## src/sv/nll_pkg.sv

```systemverilog
// Shared types and constants for the nonlinear ladder lowpass.
package nll_pkg;

  localparam int unsigned SAMPLE_W = 24;
  localparam int unsigned VOLT_W   = 32;
  localparam int unsigned COEF_W   = 24;
  localparam int unsigned GAIN_W   = 16;
  localparam int unsigned OSF_W    = 4;
  localparam int unsigned ACC_W    = 64;
  localparam int unsigned ADDR_W   = 5;

  localparam logic [ADDR_W-1:0] REG_STEP  = 5'd0;
  localparam logic [ADDR_W-1:0] REG_GAIN  = 5'd4;
  localparam logic [ADDR_W-1:0] REG_RES   = 5'd8;
  localparam logic [ADDR_W-1:0] REG_THERM = 5'd12;
  localparam logic [ADDR_W-1:0] REG_OSF   = 5'd16;

  // Q.28 constants for the rational tanh approximation
  localparam logic [35:0] ONE_Q28   = 36'h0_1000_0000;
  localparam logic [35:0] THREE_Q28 = 36'h0_3000_0000;
  localparam logic [35:0] K27_Q28   = 36'h1_B000_0000;

  typedef enum logic [3:0] {
    ST_IDLE,    // wait for an input transfer
    ST_TA,      // tanh argument of the current operand
    ST_TB,      // fold the finished tanh into the derivative
    ST_U1,      // feedback product for the input term
    ST_DIV,     // divider busy
    ST_INT,     // integrate one stage
    ST_OUT,     // wait for the output register
    ST_TANH_SQ, // latch the argument magnitude and sign
    ST_TANH_NM  // square of the magnitude
  } state_t;

  typedef struct packed {
    logic       load_x;     // latch input sample
    logic       mul_u;      // form u from x and last stage
    logic       arg_mul;    // tanh argument product
    logic       sq_mul;     // latch tanh argument magnitude and sign
    logic       num_mul;    // m*m
    logic       div_step;   // divider load or one quotient bit
    logic       acc_tanh;   // fold the finished tanh into the derivative
    logic       integrate;  // update stage voltage and stored derivative
    logic       clear_d;    // clear derivative accumulator
    logic       out_load;   // capture output sample
  } nll_cmd_t;

  typedef struct packed {
    logic div_done;
    logic sat;          // tanh argument magnitude at or beyond three
  } nll_sts_t;

endpackage

```

## src/sv/nll_control.sv

```systemverilog
// Sequencer: walks passes, stages and the two tanh terms of each stage.
module nll_control #(
  parameter int unsigned STAGES = 4,
  parameter int unsigned SW     = 2
) (
  input  logic                    clk,
  input  logic                    rst,
  input  logic                    in_valid,
  output logic                    in_stall,
  output logic                    out_valid,
  input  logic                    out_stall,
  input  logic [nll_pkg::OSF_W-1:0] passes,
  input  nll_pkg::nll_sts_t       sts,
  output nll_pkg::nll_cmd_t       cmd,
  output logic [SW-1:0]           stage,
  output logic                    second
);
  import nll_pkg::*;

  state_t state, state_next;
  logic [OSF_W-1:0] pass;
  logic             last_stage;
  logic             div_started;  // first ST_DIV cycle loads the divider
  logic             out_full;
  logic             out_free;

  assign last_stage = (stage == SW'(STAGES - 1));
  assign in_stall   = (state != ST_IDLE);
  assign out_valid  = out_full;
  assign out_free   = !out_full || !out_stall;

  always_comb begin
    state_next = state;
    unique case (state)
      ST_IDLE:    if (in_valid) state_next = ST_U1;
      ST_U1:      state_next = ST_TA;
      ST_TA:      state_next = ST_TANH_SQ;
      ST_TANH_SQ: state_next = ST_TANH_NM;
      ST_TANH_NM: state_next = ST_DIV;
      ST_DIV:     if (div_started && sts.div_done) state_next = ST_TB;
      ST_TB: begin
        if (!second) begin
          state_next = ST_TA;
        end else begin
          state_next = ST_INT;
        end
      end
      ST_INT: begin
        if (last_stage && pass == passes - OSF_W'(1)) begin
          state_next = ST_OUT;
        end else if (last_stage) begin
          state_next = ST_U1;
        end else begin
          state_next = ST_TA;
        end
      end
      ST_OUT:     if (out_free) state_next = ST_IDLE;
      default:    state_next = ST_IDLE;
    endcase
  end

  always_comb begin
    cmd = '0;
    unique case (state)
      ST_IDLE: begin
        cmd.load_x  = in_valid;
        cmd.clear_d = 1'b1;
      end
      ST_U1:      cmd.mul_u = 1'b1;
      ST_TA:      cmd.arg_mul = 1'b1;
      ST_TANH_SQ: cmd.sq_mul = 1'b1;
      ST_TANH_NM: begin
        cmd.num_mul  = 1'b1;
      end
      ST_DIV:     cmd.div_step = !div_started || !sts.div_done;
      ST_TB:      cmd.acc_tanh = 1'b1;
      ST_INT: begin
        cmd.integrate = 1'b1;
        cmd.clear_d   = 1'b1;
      end
      ST_OUT:     cmd.out_load = out_free;
      default: ;
    endcase
  end

  always_ff @(posedge clk) begin
    if (rst) begin
      state       <= ST_IDLE;
      stage       <= '0;
      second      <= 1'b0;
      pass        <= '0;
      div_started <= 1'b0;
      out_full    <= 1'b0;
    end else begin
      state <= state_next;
      if (cmd.out_load) begin
        out_full <= 1'b1;
      end else if (!out_stall) begin
        out_full <= 1'b0;
      end
      if (state == ST_TANH_NM) begin
        div_started <= 1'b0;
      end else if (state == ST_DIV) begin
        div_started <= 1'b1;
      end
      if (state == ST_IDLE) begin
        stage  <= '0;
        second <= 1'b0;
        pass   <= '0;
      end else if (state == ST_TB) begin
        second <= !second;
      end else if (state == ST_INT) begin
        second <= 1'b0;
        if (last_stage) begin
          stage <= '0;
          pass  <= pass + OSF_W'(1);
        end else begin
          stage <= stage + SW'(1);
        end
      end
    end
  end

`ifndef SYNTHESIS
  a_stall_busy: assert property (@(posedge clk) disable iff (rst)
    (state != ST_IDLE) |-> in_stall) else $error("input not stalled while busy");
  a_pass_bound: assert property (@(posedge clk) disable iff (rst)
    (state == ST_INT) |-> (pass < passes)) else $error("pass count overrun");
  a_out_hold: assert property (@(posedge clk) disable iff (rst)
    (out_valid && out_stall) |=> out_valid) else $error("result dropped");
`endif

endmodule

```

## config.mk

```make
export PLATFORM = sky130hd
export DESIGN_NAME = nll_control
export DESIGN_NICKNAME = d
export VERILOG_FILES = /design/src/sv/nll_pkg.sv /design/src/sv/nll_control.sv
export SDC_FILE = /design/constraint.sdc
export NUM_CORES = 1
export LEC_CHECK = 0
export CORE_UTILIZATION = 35
export CTS_CLUSTER_DIAMETER = 150
export CTS_CLUSTER_SIZE = 12
export DETAILED_ROUTE_END_ITERATION = 10
export DONT_BUFFER_PORTS = 1
export GPL_TIMING_DRIVEN = 0
export PLACE_DENSITY_LB_ADDON = 0.25
export SLEW_MARGIN = 25
export SYNTH_ARGS = -nofsm -noshare
export SYNTH_HDL_FRONTEND = slang
export SYNTH_SLANG_ARGS = --single-unit
```

## constraint.sdc

```tcl
create_clock -name clk -period 1.5 [get_ports clk]
set_input_delay 0.3 -clock clk [delete_from_list [all_inputs] [get_ports clk]]
set_output_delay 0.3 -clock clk [all_outputs]
set_load 0.03 [all_outputs]
```

[Word level (Yosys, flattened, before mapping)]
Index checks and enable logic that the tools add are counted.
Operators by class
  $add $sub $neg: 3
  eq/ne operators: 14
  multiplexer cells: 22
  bitwise gates (word level): 1
  reductions and logical operators: 18
Operators by type and width (number)
  $pmux 4 s9: 1
  $eq 4x3->1 const B: 4
  $mux 1: 14
  $mux 4: 3
  $eq 4x2->1 const B: 2
  $mux 3: 2
  $ne 2x2->1 const B: 3
  $reduce_and 3->1: 2
  $reduce_or 2->1: 3
  $logic_not 1->1: 5
  $add 4x1->4 const B: 1
  $eq 4x1->1 const B: 1
  $eq 4x4->1: 1
  $eq 4x4->1 const B: 1
  $logic_not 4->1: 1
  $mux 2: 2
  $reduce_bool 4->1: 1
  $sub 4x1->4 const B: 1
  $add 2x1->2 const B: 1
  $eq 2x2->1 const B: 1
  $logic_and 1x1->1: 2
  $logic_or 1x1->1: 2
  $ne 2x1->1 const B: 1
  $reduce_and 2->1: 1
  2 further kinds: 2
Storage, ports and cells
  register bits after elaboration: 13
  input bits: 10
  output and inout port bits: 15
  word-level logic and storage cells: 64

[Depth between registers and ports, before layout]
  depth in word-level cells: 5
  depth in mapped cells: 6
  mapped depth without buffers: 6

[Worst setup path before layout]
OpenSTA, ideal clock, no wires.
  path kind: reg2out
  start point: register state[1]
  end point: output port cmd[9] (netlist bit)
  arrival time: 1.450 ns
  data required time: 1.200 ns
  setup slack: -0.250 ns
  cell stages (with the launch flop): 4
  buffers on the path: 1
  path through: dfxtp_1 or4_1 buf_2 nor2_1
RTL lines
  start, declared: RTL line nll_control.sv:20  | state_t state, state_next;
  start signal, assigned: RTL line nll_control.sv:95  | state <= state_next;
  end, declared: RTL line nll_control.sv:14  | output nll_pkg::nll_cmd_t cmd,

==> impl_results.md <==
* Worst Path Max Fanout at 5
* Port bufs at 0
* Crit path max-delay family: simple AND/OR/NAND/NOR gates
* CP peak stage delay at 0.53 ns
* Crit start category: register
* Fin util at 54.2%
* Critical Path RT at 1.20 ns
* Chip width at 49.6 um
* Final Cycle Share at 121%
* Worst skew pair latency at 0.28 ns
* # DRC at 0
* PD cells at 1410 nW/um2
* Number of inserted diodes at 0
* CTS tree: done
* #FFs+latches synth at 13
* Gate Count Post-Synth at 99
* Initial DRC count at 4
* Worst setup margin at -0.321 ns
* Total power at 1.56 mW
* Post-synthesis sequential area ratio at 32.8%
* DP Worst Slack at -0.234 ns
* Vias in the first global route at 741
* Routed wire per std cell at 14.0 um
* Clock-pin slew on the worst setup and hold paths at 0.08 ns
* Clock Tree Root: clkbuf_4
* Nets at 123
* Largest net degree at the start of global routing at 11
* Gpl congestion at 0.773
* Post-synthesis cell type count at 30
* Slew margin rel. at 58.5%
* Slew Limit Fails at 0
* Fin crit period at 1.82 ns
* DP HPWL at 1.29 mm
* Failing checks: setup timing
* Area of the core at 2040 um2
* CP max-delay cell: or4_4
* F_max at 0.549 GHz
* Syn Std Cell Area at 795 um2
* Post-Syn Area per Cell at 8.03 um2
* Die Ht at 49.6 um
* Ys Warns at 0
* Crit Path Class: register to primary output
* Worst Path Arrival at 1.52 ns
* Worst Hold Class: input port to register
* Worst vdd ir at 0.946 mV
* Pre-Repair DR Iteration Count at 4
* CP Cell Sequence: or4_4 -> buf_12 -> nor2_4
* Full die area at 2460 um2
* Initial core utilization at 38.9%
* Area growth syn-to-layout at 39.4%
* I/O pins at 25
* Num CTS Buffers at 3
* First-pass GRT wire length at 3.21 mm
* WP buf/inv at 1
* Vias/cell at 5.32
* Setup Skew at 0.00686 ns
* Fin. Hold Viols at 0
* Via count at 723
* Fillcell total at 204
* Gr usage total at 17.0%
* LEAKAGE at 0.400 nW
* Element type at the critical path end: primary output
* Syn_nets at 112
* Maxcap violations at 0
* Rows at 16
* DRT antenna net count at 0
* Total congestion overflow at 0
* Share of layout cells above drive strength 1 at 39.4%
* Sink Count at 13
* Routed WL at 1.91 mm
* RSZ-0062 raised after global routing: true
* CTS max path bufs at 2
* Number of setup violations in the final report at 14
* Initial antenna violation count at 0
* Slew @ Worst Pin at 0.620 ns
* Run status: finished with violations
* H-Tree Depth at 1
[layout by cell type (no fill, tap or decap), types with 2 or more instances in the layout]
master,Yosys,layout
a211oi_1,2,2
a21oi_1,9,7
a31oi_1,2,2
buf_4,1,4
buf_6,1,4
clkbuf_4,0,3
dfxtp_1,13,7
dfxtp_2,0,3
dfxtp_4,0,3
ha_1,3,3
inv_1,7,5
nand2_1,9,6
nand2_2,0,3
nand3_1,3,3
nand4bb_4,0,2
nor2_1,11,9
nor2_4,0,2
nor2b_1,3,2
nor3_1,8,6
nor3_4,0,2
nor4b_4,0,2
o21ai_0,3,3
or4_4,0,2
xnor2_1,3,3
xor2_1,4,4
[worst paths after layout]
kind / from / slack (ns) / cells past startpoint / to
setup / recovery: state[2]$_SDFFE_PP0P_ / -0.32 / 3 / cmd[9]
hold / removal: rst / 0.06 / 1 / state[1]$_SDFFE_PP0P_
setup reg to reg: state[2]$_SDFFE_PP0P_ / -0.03 / 5 / second$_SDFFE_PP0P_
hold reg to reg: div_started$_SDFFE_PP0N_ / 0.52 / 2 / div_started$_SDFFE_PP0N_
[Yosys cell counts]
cell / count / area share [%]
or4_1: 2 / 1.9
a211oi_1: 2 / 1.9
nand4bb_2: 1 / 2.0
inv_1: 7 / 3.3
nand3_1: 3 / 1.9
nor2b_1: 3 / 2.4
buf_6: 1 / 1.4
ha_1: 3 / 4.7
o21ai_0: 3 / 1.9
dfxtp_1: 13 / 33
nor3_1: 8 / 5.0
and3_1: 1 / 0.79
nand4_1: 1 / 0.79
a21oi_1: 9 / 5.7
nor2_1: 11 / 5.2
xor2_1: 4 / 4.4
nor4b_2: 1 / 1.9
or2b_1: 1 / 0.95
xnor2_1: 3 / 3.3
nand4bb_1: 1 / 1.4
xnor3_1: 1 / 2.8
o2bb2ai_1: 1 / 1.1
buf_4: 1 / 0.95
nor4b_1: 1 / 1.1
a31oi_1: 2 / 1.6
or3_1: 1 / 0.79
buf_2: 3 / 1.9
nand2_1: 9 / 4.3
nand2b_1: 1 / 0.79
nand2b_2: 1 / 1.1
[power breakdown]
part / total (mW) / switching (mW) / internal (mW)
Clock: 0.220 / 0.117 / 0.103
Combinational: 0.884 / 0.504 / 0.380
Sequential: 0.458 / 0.0596 / 0.399
[cell type report]
type / count / area [um2] / share of cell area (%)
sequential: 13 / 275 / 24.9
tap: 27 / 33.8 / 3.05
buffer: 5 / 58.8 / 5.31
multi-input combinational: 74 / 623 / 56.3
clock buffer: 4 / 26.3 / 2.37
timing repair buffer: 6 / 56.3 / 5.08
inverter: 7 / 33.8 / 3.05
[layer usage]
metal	wire length [um]	GRT usage [%]
met5	0	0
met4	0	2.38
met3	129	7.10
met2	1040	30.6
met1	739	18.8
[timing repair]
action	4_1_cts	5_1_grt
endpoints found under the setup margin	18	20
pin swaps	6	9
hold buffers	0	0
setup buffers	6	2
gates resized for setup	32	18
[metrics by stage]
step                setup TNS, ns  hold slack [ns]  std cells  area, um2
floorplan                  -0.187            0.369         99        816
global placement            -1.03            0.371        126        850
detailed placement          -1.52            0.372        126        850
CTS                         -2.78           0.0634        136       1040
global route                -2.42           0.0556        136       1110
finish                      -1.59           0.0649        136       1110
[registers in the layout, summed over array words and instances (netlist names)]
| signal | cells |
|---|---|
| stage | 2 |
| out_valid | 1 |
| pass | 4 |
| state | 4 |
| second | 1 |
| div_started | 1 |
[cell families after synthesis]
kind of cell / Yosys count / synth area share, %
AO/OA/AOI/OAI: 17 / 12.1
XOR/XNOR: 8 / 10.6
adder cells (fa/ha/maj): 3 / 4.72
buffers and inverters: 12 / 7.56
flip-flops: 13 / 32.8
AND/OR/NAND/NOR: 46 / 32.3
No activity file was read; power rests on OpenSTA's default activity.
